[src/hw/rtl/radix_digit_serial_alu_assert.svh]
// Assertion macros for the radix digit-serial ALU.
// Included by the top level; needs nothing else.
`ifndef RADIX_DIGIT_SERIAL_ALU_ASSERT_SVH
`define RADIX_DIGIT_SERIAL_ALU_ASSERT_SVH
`ifndef ASSERT_OFF
`define RDSA_ASSERT_IMP(label, clk, rst_n, ante, cons) \
    label: assert property (@(posedge clk) disable iff (!rst_n) (ante) |-> (cons)) \
        else $error("rdsa: same-cycle check failed");
`define RDSA_ASSERT_NXT(label, clk, rst_n, ante, cons) \
    label: assert property (@(posedge clk) disable iff (!rst_n) (ante) |=> (cons)) \
        else $error("rdsa: next-cycle check failed");
`else
`define RDSA_ASSERT_IMP(label, clk, rst_n, ante, cons)
`define RDSA_ASSERT_NXT(label, clk, rst_n, ante, cons)
`endif
`endif

[src/hw/rtl/rdsa_pkg.sv]
// Shared types and constants for the radix digit-serial ALU.
// No dependencies.
`default_nettype none
package rdsa_pkg;

    localparam int MAX_RADIX = 16;
    localparam logic [4:0] RADIX_RESET = 5'd10;
    localparam logic [4:0] RADIX_MIN   = 5'd2;
    localparam logic [4:0] RADIX_MAX   = 5'(MAX_RADIX);

    localparam logic [1:0] OP_ADD = 2'd0;
    localparam logic [1:0] OP_SUB = 2'd1;
    localparam logic [1:0] OP_MUL = 2'd2;
    localparam logic [1:0] OP_DIV = 2'd3;

    localparam logic [1:0] ERR_NONE  = 2'd0;
    localparam logic [1:0] ERR_NEG   = 2'd1;
    localparam logic [1:0] ERR_DIV0  = 2'd2;
    localparam logic [1:0] ERR_RANGE = 2'd3;

    // task queue between front and back
    localparam int Q_DEPTH = 2;
    localparam int Q_AW    = $clog2(Q_DEPTH);

    // result queue inside the back end
    localparam int OUT_DEPTH = 4;
    localparam int OUT_AW    = $clog2(OUT_DEPTH);
    localparam int OUT_CW    = OUT_AW + 1;

    typedef struct packed {
        logic [1:0] op;
        logic [3:0] digit_a;
        logic [3:0] digit_b;
        logic       first;
        logic       last;
        logic [1:0] err;     // precomputed range / zero-divisor class
        logic [4:0] radix;   // clamped radix
    } t_task;

    typedef struct packed {
        logic [3:0] digit;
        logic [3:0] rem;
        logic       last;
        logic [1:0] err;
    } t_result;

    typedef struct packed {
        logic              busy;
        logic [OUT_CW-1:0] out_count;
    } t_back_stat;

endpackage
`default_nettype wire

[src/hw/rtl/rdsa_front.sv]
// Front end: radix register, input acceptance and item classification.
// Depends on rdsa_pkg.
`default_nettype none
module rdsa_front
    import rdsa_pkg::*;
(
    input  wire logic       i_clk,
    input  wire logic       i_rst_n,
    input  wire logic       i_cfg_valid,
    output logic            o_cfg_ready,
    input  wire logic [4:0] i_cfg_radix,
    input  wire logic       push,
    output logic            full,
    input  wire logic [1:0] i_op,
    input  wire logic [3:0] i_digit_a,
    input  wire logic [3:0] i_digit_b,
    input  wire logic       i_first_digit,
    input  wire logic       i_last_digit,
    input  wire logic       i_q_full,
    output logic            o_q_push,
    output t_task           o_task
);

    logic [4:0] r_radix;
    logic [4:0] eff_radix;

    assign o_cfg_ready = 1'b1;

    always_ff @(posedge i_clk) begin
        if (!i_rst_n) begin
            r_radix <= RADIX_RESET;
        end else if (i_cfg_valid && o_cfg_ready) begin
            r_radix <= i_cfg_radix;
        end
    end

    always_comb begin
        if (r_radix < RADIX_MIN) begin
            eff_radix = RADIX_MIN;
        end else if (r_radix > RADIX_MAX) begin
            eff_radix = RADIX_MAX;
        end else begin
            eff_radix = r_radix;
        end
    end

    always_comb begin
        o_task.op      = i_op;
        o_task.digit_a = i_digit_a;
        o_task.digit_b = i_digit_b;
        o_task.first   = i_first_digit;
        o_task.last    = i_last_digit;
        o_task.radix   = eff_radix;
        // range check wins over the zero divisor check
        if (({1'b0, i_digit_a} >= eff_radix) || ({1'b0, i_digit_b} >= eff_radix)) begin
            o_task.err = ERR_RANGE;
        end else if ((i_op == OP_DIV) && (i_digit_b == 4'd0)) begin
            o_task.err = ERR_DIV0;
        end else begin
            o_task.err = ERR_NONE;
        end
    end

    assign full     = i_q_full;
    assign o_q_push = push && !i_q_full;

endmodule
`default_nettype wire

[src/hw/rtl/rdsa_queue.sv]
// Short task queue between front and back end.
// Depends on rdsa_pkg.
`default_nettype none
module rdsa_queue
    import rdsa_pkg::*;
(
    input  wire logic  i_clk,
    input  wire logic  i_rst_n,
    input  wire logic  i_push,
    input  wire t_task i_data,
    output logic       o_full,
    input  wire logic  i_pop,
    output t_task      o_data,
    output logic       o_empty
);

    t_task             r_mem [Q_DEPTH];
    logic [Q_AW-1:0]   r_rd;
    logic [Q_AW-1:0]   r_wr;
    logic [Q_AW:0]     r_cnt;
    logic              do_push;
    logic              do_pop;

    assign o_full  = (r_cnt == (Q_AW + 1)'(Q_DEPTH));
    assign o_empty = (r_cnt == '0);
    assign do_push = i_push && !o_full;
    assign do_pop  = i_pop && !o_empty;
    assign o_data  = r_mem[r_rd];

    always_ff @(posedge i_clk) begin
        if (!i_rst_n) begin
            r_rd  <= '0;
            r_wr  <= '0;
            r_cnt <= '0;
        end else begin
            if (do_push) begin
                r_wr <= r_wr + Q_AW'(1);
            end
            if (do_pop) begin
                r_rd <= r_rd + Q_AW'(1);
            end
            case ({do_push, do_pop})
                2'b10:   r_cnt <= r_cnt + (Q_AW + 1)'(1);
                2'b01:   r_cnt <= r_cnt - (Q_AW + 1)'(1);
                default: r_cnt <= r_cnt;
            endcase
        end
    end

    always_ff @(posedge i_clk) begin
        if (do_push) begin
            r_mem[r_wr] <= i_data;
        end
    end

endmodule
`default_nettype wire

[src/hw/rtl/rdsa_back.sv]
// Back end: running carry, add/sub datapath, shared multiply plus radix-4
// restoring divider for multiply and divide, and the result queue.
// Depends on rdsa_pkg.
`default_nettype none
module rdsa_back
    import rdsa_pkg::*;
(
    input  wire logic       i_clk,
    input  wire logic       i_rst_n,
    input  wire t_task      i_task,
    input  wire logic       i_q_empty,
    output logic            o_q_pop,
    output logic            empty,
    input  wire logic       pop,
    output t_result         o_result,
    output t_back_stat      o_stat
);

    localparam logic [1:0] S_IDLE = 2'd0;
    localparam logic [1:0] S_DIV  = 2'd1;
    localparam logic [1:0] S_FIN  = 2'd2;

    logic [1:0]        r_state;
    logic [1:0]        n_state;
    logic [3:0]        r_carry;
    logic [3:0]        n_carry;
    t_task             r_task;
    logic [4:0]        r_rem;
    logic [7:0]        r_quo;
    logic [7:0]        r_dvd;
    logic [4:0]        r_dvs;
    logic [1:0]        r_step;

    t_result           r_buf [OUT_DEPTH];
    logic [OUT_AW-1:0] r_rd;
    logic [OUT_AW-1:0] r_wr;
    logic [OUT_CW-1:0] r_cnt;

    logic              start;
    logic              is_long;
    logic [3:0]        c_use;
    logic [4:0]        mul_x;
    logic [4:0]        mul_y;
    logic [3:0]        mul_z;
    logic [9:0]        prod;

    logic [4:0]        rem_a;
    logic [4:0]        rem_a2;
    logic [4:0]        rem_b;
    logic [4:0]        rem_b2;
    logic              ge_a;
    logic              ge_b;

    t_task             e_task;
    logic              emit;
    logic [4:0]        sum;
    logic [4:0]        sub;
    logic [4:0]        diff;
    logic [4:0]        rm1;
    logic [7:0]        qsat;
    logic [3:0]        d;
    logic [3:0]        nc;
    logic [1:0]        e_err;
    logic [3:0]        e_rem;
    logic [1:0]        n_push;
    t_result           n_res0;
    t_result           n_res1;
    logic              do_pop;

    // item start needs two free result slots so a carry pair always fits
    assign is_long = (i_task.err == ERR_NONE) && (i_task.op == OP_MUL || i_task.op == OP_DIV);
    assign start   = (r_state == S_IDLE) && !i_q_empty &&
                     (r_cnt <= OUT_CW'(OUT_DEPTH - 2));
    assign o_q_pop = start;
    assign c_use   = i_task.first ? 4'd0 : r_carry;

    // mul: a*b + c over radix; div: c*radix + a over b
    always_comb begin
        if (i_task.op == OP_MUL) begin
            mul_x = {1'b0, i_task.digit_a};
            mul_y = {1'b0, i_task.digit_b};
            mul_z = c_use;
        end else begin
            mul_x = {1'b0, c_use};
            mul_y = i_task.radix;
            mul_z = i_task.digit_a;
        end
        prod = mul_x * mul_y + {6'd0, mul_z};
    end

    // two restoring steps per cycle
    always_comb begin
        rem_a  = {r_rem[3:0], r_dvd[7]};
        ge_a   = (rem_a >= r_dvs);
        rem_a2 = ge_a ? rem_a - r_dvs : rem_a;
        rem_b  = {rem_a2[3:0], r_dvd[6]};
        ge_b   = (rem_b >= r_dvs);
        rem_b2 = ge_b ? rem_b - r_dvs : rem_b;
    end

    always_comb begin
        e_task = (r_state == S_FIN) ? r_task : i_task;
        emit   = (r_state == S_FIN) || (start && !is_long);
        sum    = {1'b0, e_task.digit_a} + {1'b0, e_task.digit_b} + {4'd0, c_use[0]};
        sub    = {1'b0, e_task.digit_b} + {4'd0, c_use[0]};
        rm1    = e_task.radix - 5'd1;
        qsat   = (r_quo > {3'd0, rm1}) ? {3'd0, rm1} : r_quo;
        d      = 4'd0;
        nc     = 4'd0;
        diff   = 5'd0;
        e_err  = ERR_NONE;
        e_rem  = 4'd0;
        case (e_task.op)
            OP_ADD: begin
                if (sum >= e_task.radix) begin
                    d  = 4'(sum - e_task.radix);
                    nc = 4'd1;
                end else begin
                    d  = sum[3:0];
                end
            end
            OP_SUB: begin
                if ({1'b0, e_task.digit_a} >= sub) begin
                    diff = {1'b0, e_task.digit_a} - sub;
                end else begin
                    diff = {1'b0, e_task.digit_a} + e_task.radix - sub;
                    nc   = 4'd1;
                    if (e_task.last) begin
                        e_err = ERR_NEG;
                    end
                end
                d = diff[3:0];
            end
            OP_MUL: begin
                d  = r_rem[3:0];
                nc = r_quo[3:0];
            end
            OP_DIV: begin
                d  = qsat[3:0];
                nc = r_rem[3:0];
                if (e_task.last) begin
                    e_rem = r_rem[3:0];
                end
            end
            default: begin
                d  = 4'd0;
                nc = 4'd0;
            end
        endcase

        n_push  = 2'd0;
        n_res0  = '0;
        n_res1  = '0;
        n_carry = r_carry;
        if (emit) begin
            n_push = 2'd1;
            if ((r_state == S_IDLE) && (e_task.err != ERR_NONE)) begin
                // flagged item: carry untouched apart from first/last clears
                n_res0.last = e_task.last;
                n_res0.err  = e_task.err;
                n_carry     = e_task.last ? 4'd0 : c_use;
            end else if (e_task.last) begin
                n_carry = 4'd0;
                if ((e_task.op == OP_ADD || e_task.op == OP_MUL) && (nc != 4'd0)) begin
                    n_push       = 2'd2;
                    n_res0.digit = d;
                    n_res1.digit = nc;
                    n_res1.last  = 1'b1;
                end else begin
                    n_res0.digit = d;
                    n_res0.rem   = e_rem;
                    n_res0.last  = 1'b1;
                    n_res0.err   = e_err;
                end
            end else begin
                n_carry      = nc;
                n_res0.digit = d;
                n_res0.err   = e_err;
            end
        end

        case (r_state)
            S_IDLE:  n_state = (start && is_long) ? S_DIV : S_IDLE;
            S_DIV:   n_state = (r_step == 2'd3) ? S_FIN : S_DIV;
            S_FIN:   n_state = S_IDLE;
            default: n_state = S_IDLE;
        endcase
    end

    always_ff @(posedge i_clk) begin
        if (!i_rst_n) begin
            r_state <= S_IDLE;
            r_carry <= 4'd0;
            r_step  <= 2'd0;
        end else begin
            r_state <= n_state;
            r_carry <= n_carry;
            if (r_state == S_DIV) begin
                r_step <= r_step + 2'd1;
            end else begin
                r_step <= 2'd0;
            end
        end
    end

    always_ff @(posedge i_clk) begin
        if (start && is_long) begin
            r_task <= i_task;
            r_dvd  <= prod[7:0];
            r_dvs  <= (i_task.op == OP_MUL) ? i_task.radix : {1'b0, i_task.digit_b};
            r_rem  <= 5'd0;
            r_quo  <= 8'd0;
        end else if (r_state == S_DIV) begin
            r_dvd  <= {r_dvd[5:0], 2'b00};
            r_rem  <= rem_b2;
            r_quo  <= {r_quo[5:0], ge_a, ge_b};
        end
    end

    // result queue
    assign empty    = (r_cnt == '0);
    assign do_pop   = pop && !empty;
    assign o_result = r_buf[r_rd];

    always_ff @(posedge i_clk) begin
        if (!i_rst_n) begin
            r_rd  <= '0;
            r_wr  <= '0;
            r_cnt <= '0;
        end else begin
            r_wr  <= r_wr + OUT_AW'(n_push);
            if (do_pop) begin
                r_rd <= r_rd + OUT_AW'(1);
            end
            r_cnt <= r_cnt + OUT_CW'(n_push) - OUT_CW'(do_pop);
        end
    end

    always_ff @(posedge i_clk) begin
        if (n_push != 2'd0) begin
            r_buf[r_wr] <= n_res0;
        end
        if (n_push == 2'd2) begin
            r_buf[r_wr + OUT_AW'(1)] <= n_res1;
        end
    end

    assign o_stat.busy      = (r_state != S_IDLE);
    assign o_stat.out_count = r_cnt;

endmodule
`default_nettype wire

[src/hw/rtl/radix_digit_serial_alu.sv]
// Top level of the radix digit-serial ALU: front end, task queue, back end.
// Depends on rdsa_pkg, rdsa_front, rdsa_queue, rdsa_back and the assert header.
//
//  channel   | handshake                 | payload
//  ----------+---------------------------+-------------------------------------------
//  input     | push / full               | i_op i_digit_a i_digit_b i_first_digit i_last_digit
//  result    | empty / pop               | o_result_digit o_remainder_digit o_last_result o_error_code
//  config    | i_cfg_valid / o_cfg_ready | i_cfg_radix
//
// Add, subtract and flagged items are written back in the cycle they start; multiply and divide
// pass through a multiply step, the 2-bit-per-cycle divider and a write-back state.
// A transfer in is accepted while the two-entry task queue has room.
// An item starts only with two free slots in the four-entry result queue.
// Synchronous active-low reset clears queues, carry and radix (10); no clearing pass.
`default_nettype none
`include "radix_digit_serial_alu_assert.svh"
module radix_digit_serial_alu
    import rdsa_pkg::*;
(
    input  wire logic       i_clk,
    input  wire logic       i_rst_n,
    input  wire logic       i_cfg_valid,
    output logic            o_cfg_ready,
    input  wire logic [4:0] i_cfg_radix,
    input  wire logic       push,
    output logic            full,
    input  wire logic [1:0] i_op,
    input  wire logic [3:0] i_digit_a,
    input  wire logic [3:0] i_digit_b,
    input  wire logic       i_first_digit,
    input  wire logic       i_last_digit,
    output logic            empty,
    input  wire logic       pop,
    output logic [3:0]      o_result_digit,
    output logic [3:0]      o_remainder_digit,
    output logic            o_last_result,
    output logic [1:0]      o_error_code
);

    t_task      f_task;
    t_task      q_task;
    logic       q_push;
    logic       q_pop;
    logic       q_full;
    logic       q_empty;
    logic       q_long;
    t_result    res;
    t_back_stat stat;

    rdsa_front u_front (
        .i_clk         (i_clk),
        .i_rst_n       (i_rst_n),
        .i_cfg_valid   (i_cfg_valid),
        .o_cfg_ready   (o_cfg_ready),
        .i_cfg_radix   (i_cfg_radix),
        .push          (push),
        .full          (full),
        .i_op          (i_op),
        .i_digit_a     (i_digit_a),
        .i_digit_b     (i_digit_b),
        .i_first_digit (i_first_digit),
        .i_last_digit  (i_last_digit),
        .i_q_full      (q_full),
        .o_q_push      (q_push),
        .o_task        (f_task)
    );

    rdsa_queue u_queue (
        .i_clk   (i_clk),
        .i_rst_n (i_rst_n),
        .i_push  (q_push),
        .i_data  (f_task),
        .o_full  (q_full),
        .i_pop   (q_pop),
        .o_data  (q_task),
        .o_empty (q_empty)
    );

    rdsa_back u_back (
        .i_clk     (i_clk),
        .i_rst_n   (i_rst_n),
        .i_task    (q_task),
        .i_q_empty (q_empty),
        .o_q_pop   (q_pop),
        .empty     (empty),
        .pop       (pop),
        .o_result  (res),
        .o_stat    (stat)
    );

    assign o_result_digit    = res.digit;
    assign o_remainder_digit = res.rem;
    assign o_last_result     = res.last;
    assign o_error_code      = res.err;

    // a clean multiply or divide leaving the task queue
    assign q_long = q_pop && (q_task.err == ERR_NONE) &&
                    (q_task.op == OP_MUL || q_task.op == OP_DIV);

    `RDSA_ASSERT_IMP(a_qpop_nonempty, i_clk, i_rst_n, q_pop, !q_empty)
    `RDSA_ASSERT_IMP(a_qpush_room, i_clk, i_rst_n, q_push, !q_full)
    `RDSA_ASSERT_IMP(a_pop_when_idle, i_clk, i_rst_n, q_pop, !stat.busy)
    `RDSA_ASSERT_NXT(a_long_goes_busy, i_clk, i_rst_n, q_long, stat.busy)
    `RDSA_ASSERT_IMP(a_out_bound, i_clk, i_rst_n, 1'b1, stat.out_count <= OUT_CW'(OUT_DEPTH))

endmodule
`default_nettype wire
[config.mk]
export PLATFORM = sky130hd
export DESIGN_NAME = radix_digit_serial_alu
export DESIGN_NICKNAME = d
export VERILOG_FILES = /design/src/hw/rtl/rdsa_pkg.sv /design/src/hw/rtl/rdsa_front.sv /design/src/hw/rtl/rdsa_queue.sv /design/src/hw/rtl/rdsa_back.sv /design/src/hw/rtl/radix_digit_serial_alu.sv
export VERILOG_INCLUDE_DIRS = /design/src /design/src/hw/rtl
export SDC_FILE = /design/constraint.sdc
export NUM_CORES = 1
export LEC_CHECK = 0
export ABC_AREA = 1
export BUFFER_PORTS_ARGS = -buffer_cell sky130_fd_sc_hd__buf_2
export CORE_MARGIN = 4
export CORE_UTILIZATION = 61
export DETAILED_ROUTE_END_ITERATION = 16
export PLACE_DENSITY = 0.85
export SLEW_MARGIN = 20
export SYNTH_ARGS = -nofsm -noshare
export SYNTH_HDL_FRONTEND = slang
export SYNTH_SLANG_ARGS = --single-unit
[constraint.sdc]
create_clock -name i_clk -period 8 [get_ports i_clk]
set_input_delay 1.6 -clock i_clk [delete_from_list [all_inputs] [get_ports i_clk]]
set_output_delay 1.6 -clock i_clk [all_outputs]
set_load 0.1 [all_outputs]
==> results_dict.tcl <==
set metrics [dict create \
    dp_slack_ns 2.20 \
    cts-root-to-sink-buffers 2 \
    critPathRequiredTime_ns 8.16 \
    wl_per_cell_um 15.8 \
    dp_hpwl_um 15300 \
    period_needed_ns 5.86 \
    buffers_plus_inverters_on_the_worst_setup_path 3 \
    timing.hold.worst.start "u_back.r_step[0]" \
    outcome "complete, no violations" \
    antenna_cells_inserted 0 \
    r2r_endpoint "u_back.r_dvd[6]" \
    cpMostUsedCell "nand2_1" \
    synthToLayoutAreaGrowth_pct 9.01 \
    synth-seq-area-share_pct 41.6 \
    tritoncts_clock_tree "done" \
    power_leakage_nw 4.87 \
    r2r_setup_slack_ns 2.14 \
    number_of_warnings_printed_during_yosys_synthesis 0 \
    floorplan.die.height_um 132 \
    powerDensity_mw_per_mm2 438 \
    antenna_found_initial 0 \
    timing.fmax_ghz 0.171 \
    slowest_delay_ns 0.75 \
    fp.coreArea_mm2 0.0148 \
    startpoint_type "flop" \
    std_cell_rows 44 \
    numCtsBuffers 17 \
    grt_max_degree 28 \
    ys_top_cells_by_area "edfxtp_1 (28%), dfxtp_1 (14%), nand2_1 (11%)" \
    postRouteAntennaNets 0 \
    setup_tns_ns 0 \
    gp_routability_congestion 0.907 \
    slowest_stage "dfxtp_1" \
    final_min_period_over_clock_period_pct 73.3 \
    detail_route.iter0.violations 881 \
    cp_max_fo 22 \
    min_path_cells 1 \
    worst_pin_slew_ns 1.00 \
    maxSlewViolCount 0 \
    floorplan.initialDensity_pct 63.1 \
    cts_stage_hold_buffer_count 0 \
    critPathTopFamily "adder cells" \
    syn_area_mm2 0.00931 \
    postRouteWirelength_um 21500 \
    synthesis.instances 1130 \
    cts.reportedPaths.clkPinSlew_ns 0.06 \
    peakVddDrop_mv 0.273 \
    post_cts.resized_instances 0 \
    postSynthNetCount 1235 \
    clock_sinks 150 \
    layout-drive-gt1-share_pct 11.3 \
    design.final.nets 1265 \
    synthDominantAreaCellType "edfxtp_1" \
    finalWorstSetupSlack_ns 2.14 \
    vias_in_the_first_global_route 7430 \
    clock-root-buffer "clkbuf_16" \
    synth.top_cell.area_share_pct 28.1 \
    timing.critical_path.cells "inv_2 > nand2_1 > nand2_2 > nand2_1 > inv_1 > nand2_1 > o21ai_0 > or2_2 > fa_1 > fa_1 > fa_1 > inv_1 > ha_1 > a21o_1 > a31oi_1 > nor2_1 > o21ai_0 > nand2_1 > xnor2_1 > o21ai_0" \
    yosys_register_bits 150 \
    detail_route.vias_per_cell 5.73 \
    gr-total-overflow 0 \
    die_area_mm2 0.0173 \
    timing_hold_violations_final 0 \
    report.final.setup_viol 0 \
    floorplan.io_pins 36 \
    die_w_um 132 \
    hold_path_end "u_back.r_step[0]" \
    worst_hold_path_type "reg -> reg" \
    clk_latency_ns 0.43 \
    critPathArrivalTime_ns 6.02 \
    htree_num_levels 4 \
    syn-mean-instance-area_um2 8.24 \
    drc 0 \
    cap_violations 0 \
    groute.usage.overall_pct 25.2 \
    port_buffers 34 \
    reg2regPathDepth 20 \
    wire_length_of_the_first_global_routing_pass_um 35700 \
    ys_types 49 \
    cts_post_setup_buffers_inserted 0 \
    timing.clock.skew_ns 0.0125 \
    slew-limit-headroom_pct 33.1 \
    drt_pass1_iterations 5 \
    rsz0062_at_grt "false" \
    routed-via-count 7778 \
    critical_path.endpoint_type "flop" \
    timing.setup.critical_path_class "reg -> reg" \
]
[how the worst max path moves through the flow]
stage,start,end,slack [ns],depth (start not counted)
3_3_place_gp,flop,u_back.r_dvd[6],2.47,20
5_1_grt,flop,u_back.r_dvd[6],1.68,20
4_1_cts,flop,u_back.r_dvd[6],2.19,20
3_5_place_dp,flop,u_back.r_dvd[6],2.20,20
2_1_floorplan,flop,u_back.r_cnt[2],3.27,24
6_report,flop,u_back.r_dvd[6],2.14,20
[metrics by stage]
step | area (um2) | std cells | hold WS, ns | util, % | total power, mW
2_1_floorplan | 9310 | 1130 | 0.399 | - | 3.12
6_report | 10200 | 1357 | 0.439 | 68.8 | 4.45
3_5_place_dp | 9600 | 1325 | 0.421 | 65.1 | 3.63
3_3_place_gp | 9600 | 1325 | 0.408 | 65.1 | 3.54
5_1_grt | 10200 | 1357 | 0.461 | 68.8 | 4.81
4_1_cts | 10200 | 1357 | 0.433 | 68.8 | 4.41
[layout make-up]
class	instances	area, um2
multi-input cells	784	4660
clock buffers	18	439
repair buffers	37	193
flip-flops and latches	150	3870
fillers	1102	4600
inverters	170	638
well taps	184	230
clock inverters	14	115
[where the power goes]
group / internal (mW) / switching, mW / total, mW
clock: 0.413 / 0.342 / 0.755
sequential: 0.988 / 0.0959 / 1.08
combinational: 0.807 / 1.80 / 2.61
total: 2.21 / 2.24 / 4.45
[cell families after synthesis]
family | after synthesis | synth area share [%]
XOR/XNOR | 24 | 2.26
AND/OR/NAND/NOR | 479 | 23.2
flip-flops | 150 | 41.6
buffers and inverters | 196 | 8.36
adder cells (fa/ha/maj) | 83 | 12.6
other | 1 | 0.0403
AO/OA/AOI/OAI | 197 | 11.9
[cell usage in the layout, fill, tap and decap left out, types with 2 or more instances in the layout]
cell type,netlist,layout
a21boi_0,2,2
a21o_1,5,5
a21oi_1,46,46
a31oi_1,3,3
buf_2,4,34
buf_4,4,3
clkbuf_16,0,17
clkinv_1,1,2
clkinv_4,0,3
dfxtp_1,63,63
edfxtp_1,87,87
fa_1,18,18
ha_1,65,65
inv_1,157,157
inv_2,12,12
inv_6,0,5
inv_8,0,2
nand2_1,278,278
nand2_2,11,11
nand3_1,45,45
nand3_2,2,2
nand3_4,4,4
nand3b_1,3,3
nand4_1,23,23
nor2_1,80,79
nor2_2,5,6
nor2_4,2,2
nor2_8,2,2
nor3_1,4,4
o211ai_1,4,4
o21a_1,3,3
o21ai_0,86,86
o21ai_1,18,18
o21ai_2,4,4
o21ai_4,3,3
o22ai_1,18,18
or2_1,2,2
or2_2,13,13
xnor2_1,11,11
xor2_1,13,13
[sequential cells by signal, summed over array words and instances, names as in the netlist, named ones only]
signal	cells
u_back.r_buf	44
u_back.r_carry	4
u_back.r_cnt	3
u_back.r_dvd	8
u_back.r_dvs	5
u_back.r_quo	8
u_back.r_rd	2
u_back.r_rem	4
u_back.r_state	2
u_back.r_step	2
u_back.r_task	16
u_back.r_wr	2
u_front.r_radix	5
u_queue.r_cnt	2
u_queue.r_mem	38
u_queue.r_rd	1
u_queue.r_wr	1
[cell usage after synthesis, drive strengths merged]
cell type,count
a21oi,47
nand2,290
nand3,51
or2,16
o21ai,111
nor3,6
o21a,3
nand4,23
ha,65
clkbuf,15
nor2,89
o211ai,4
edfxtp,87
xor2,13
a21boi,2
conb,1
dfxtp,63
xnor2,11
nand3b,3
a211oi,1
buf,11
o31ai,1
o22ai,18
a31oi,3
fa,18
nor4,1
a21o,5
a221oi,1
clkinv,1
inv,169
a31o,1
[routing by layer]
layer	wire [um]	track usage (%)
met5	0	0
met4	707	9.86
met3	1420	4.93
met2	10400	43.3
met1	8900	31.5
No activity file was read; power rests on OpenSTA's default activity.
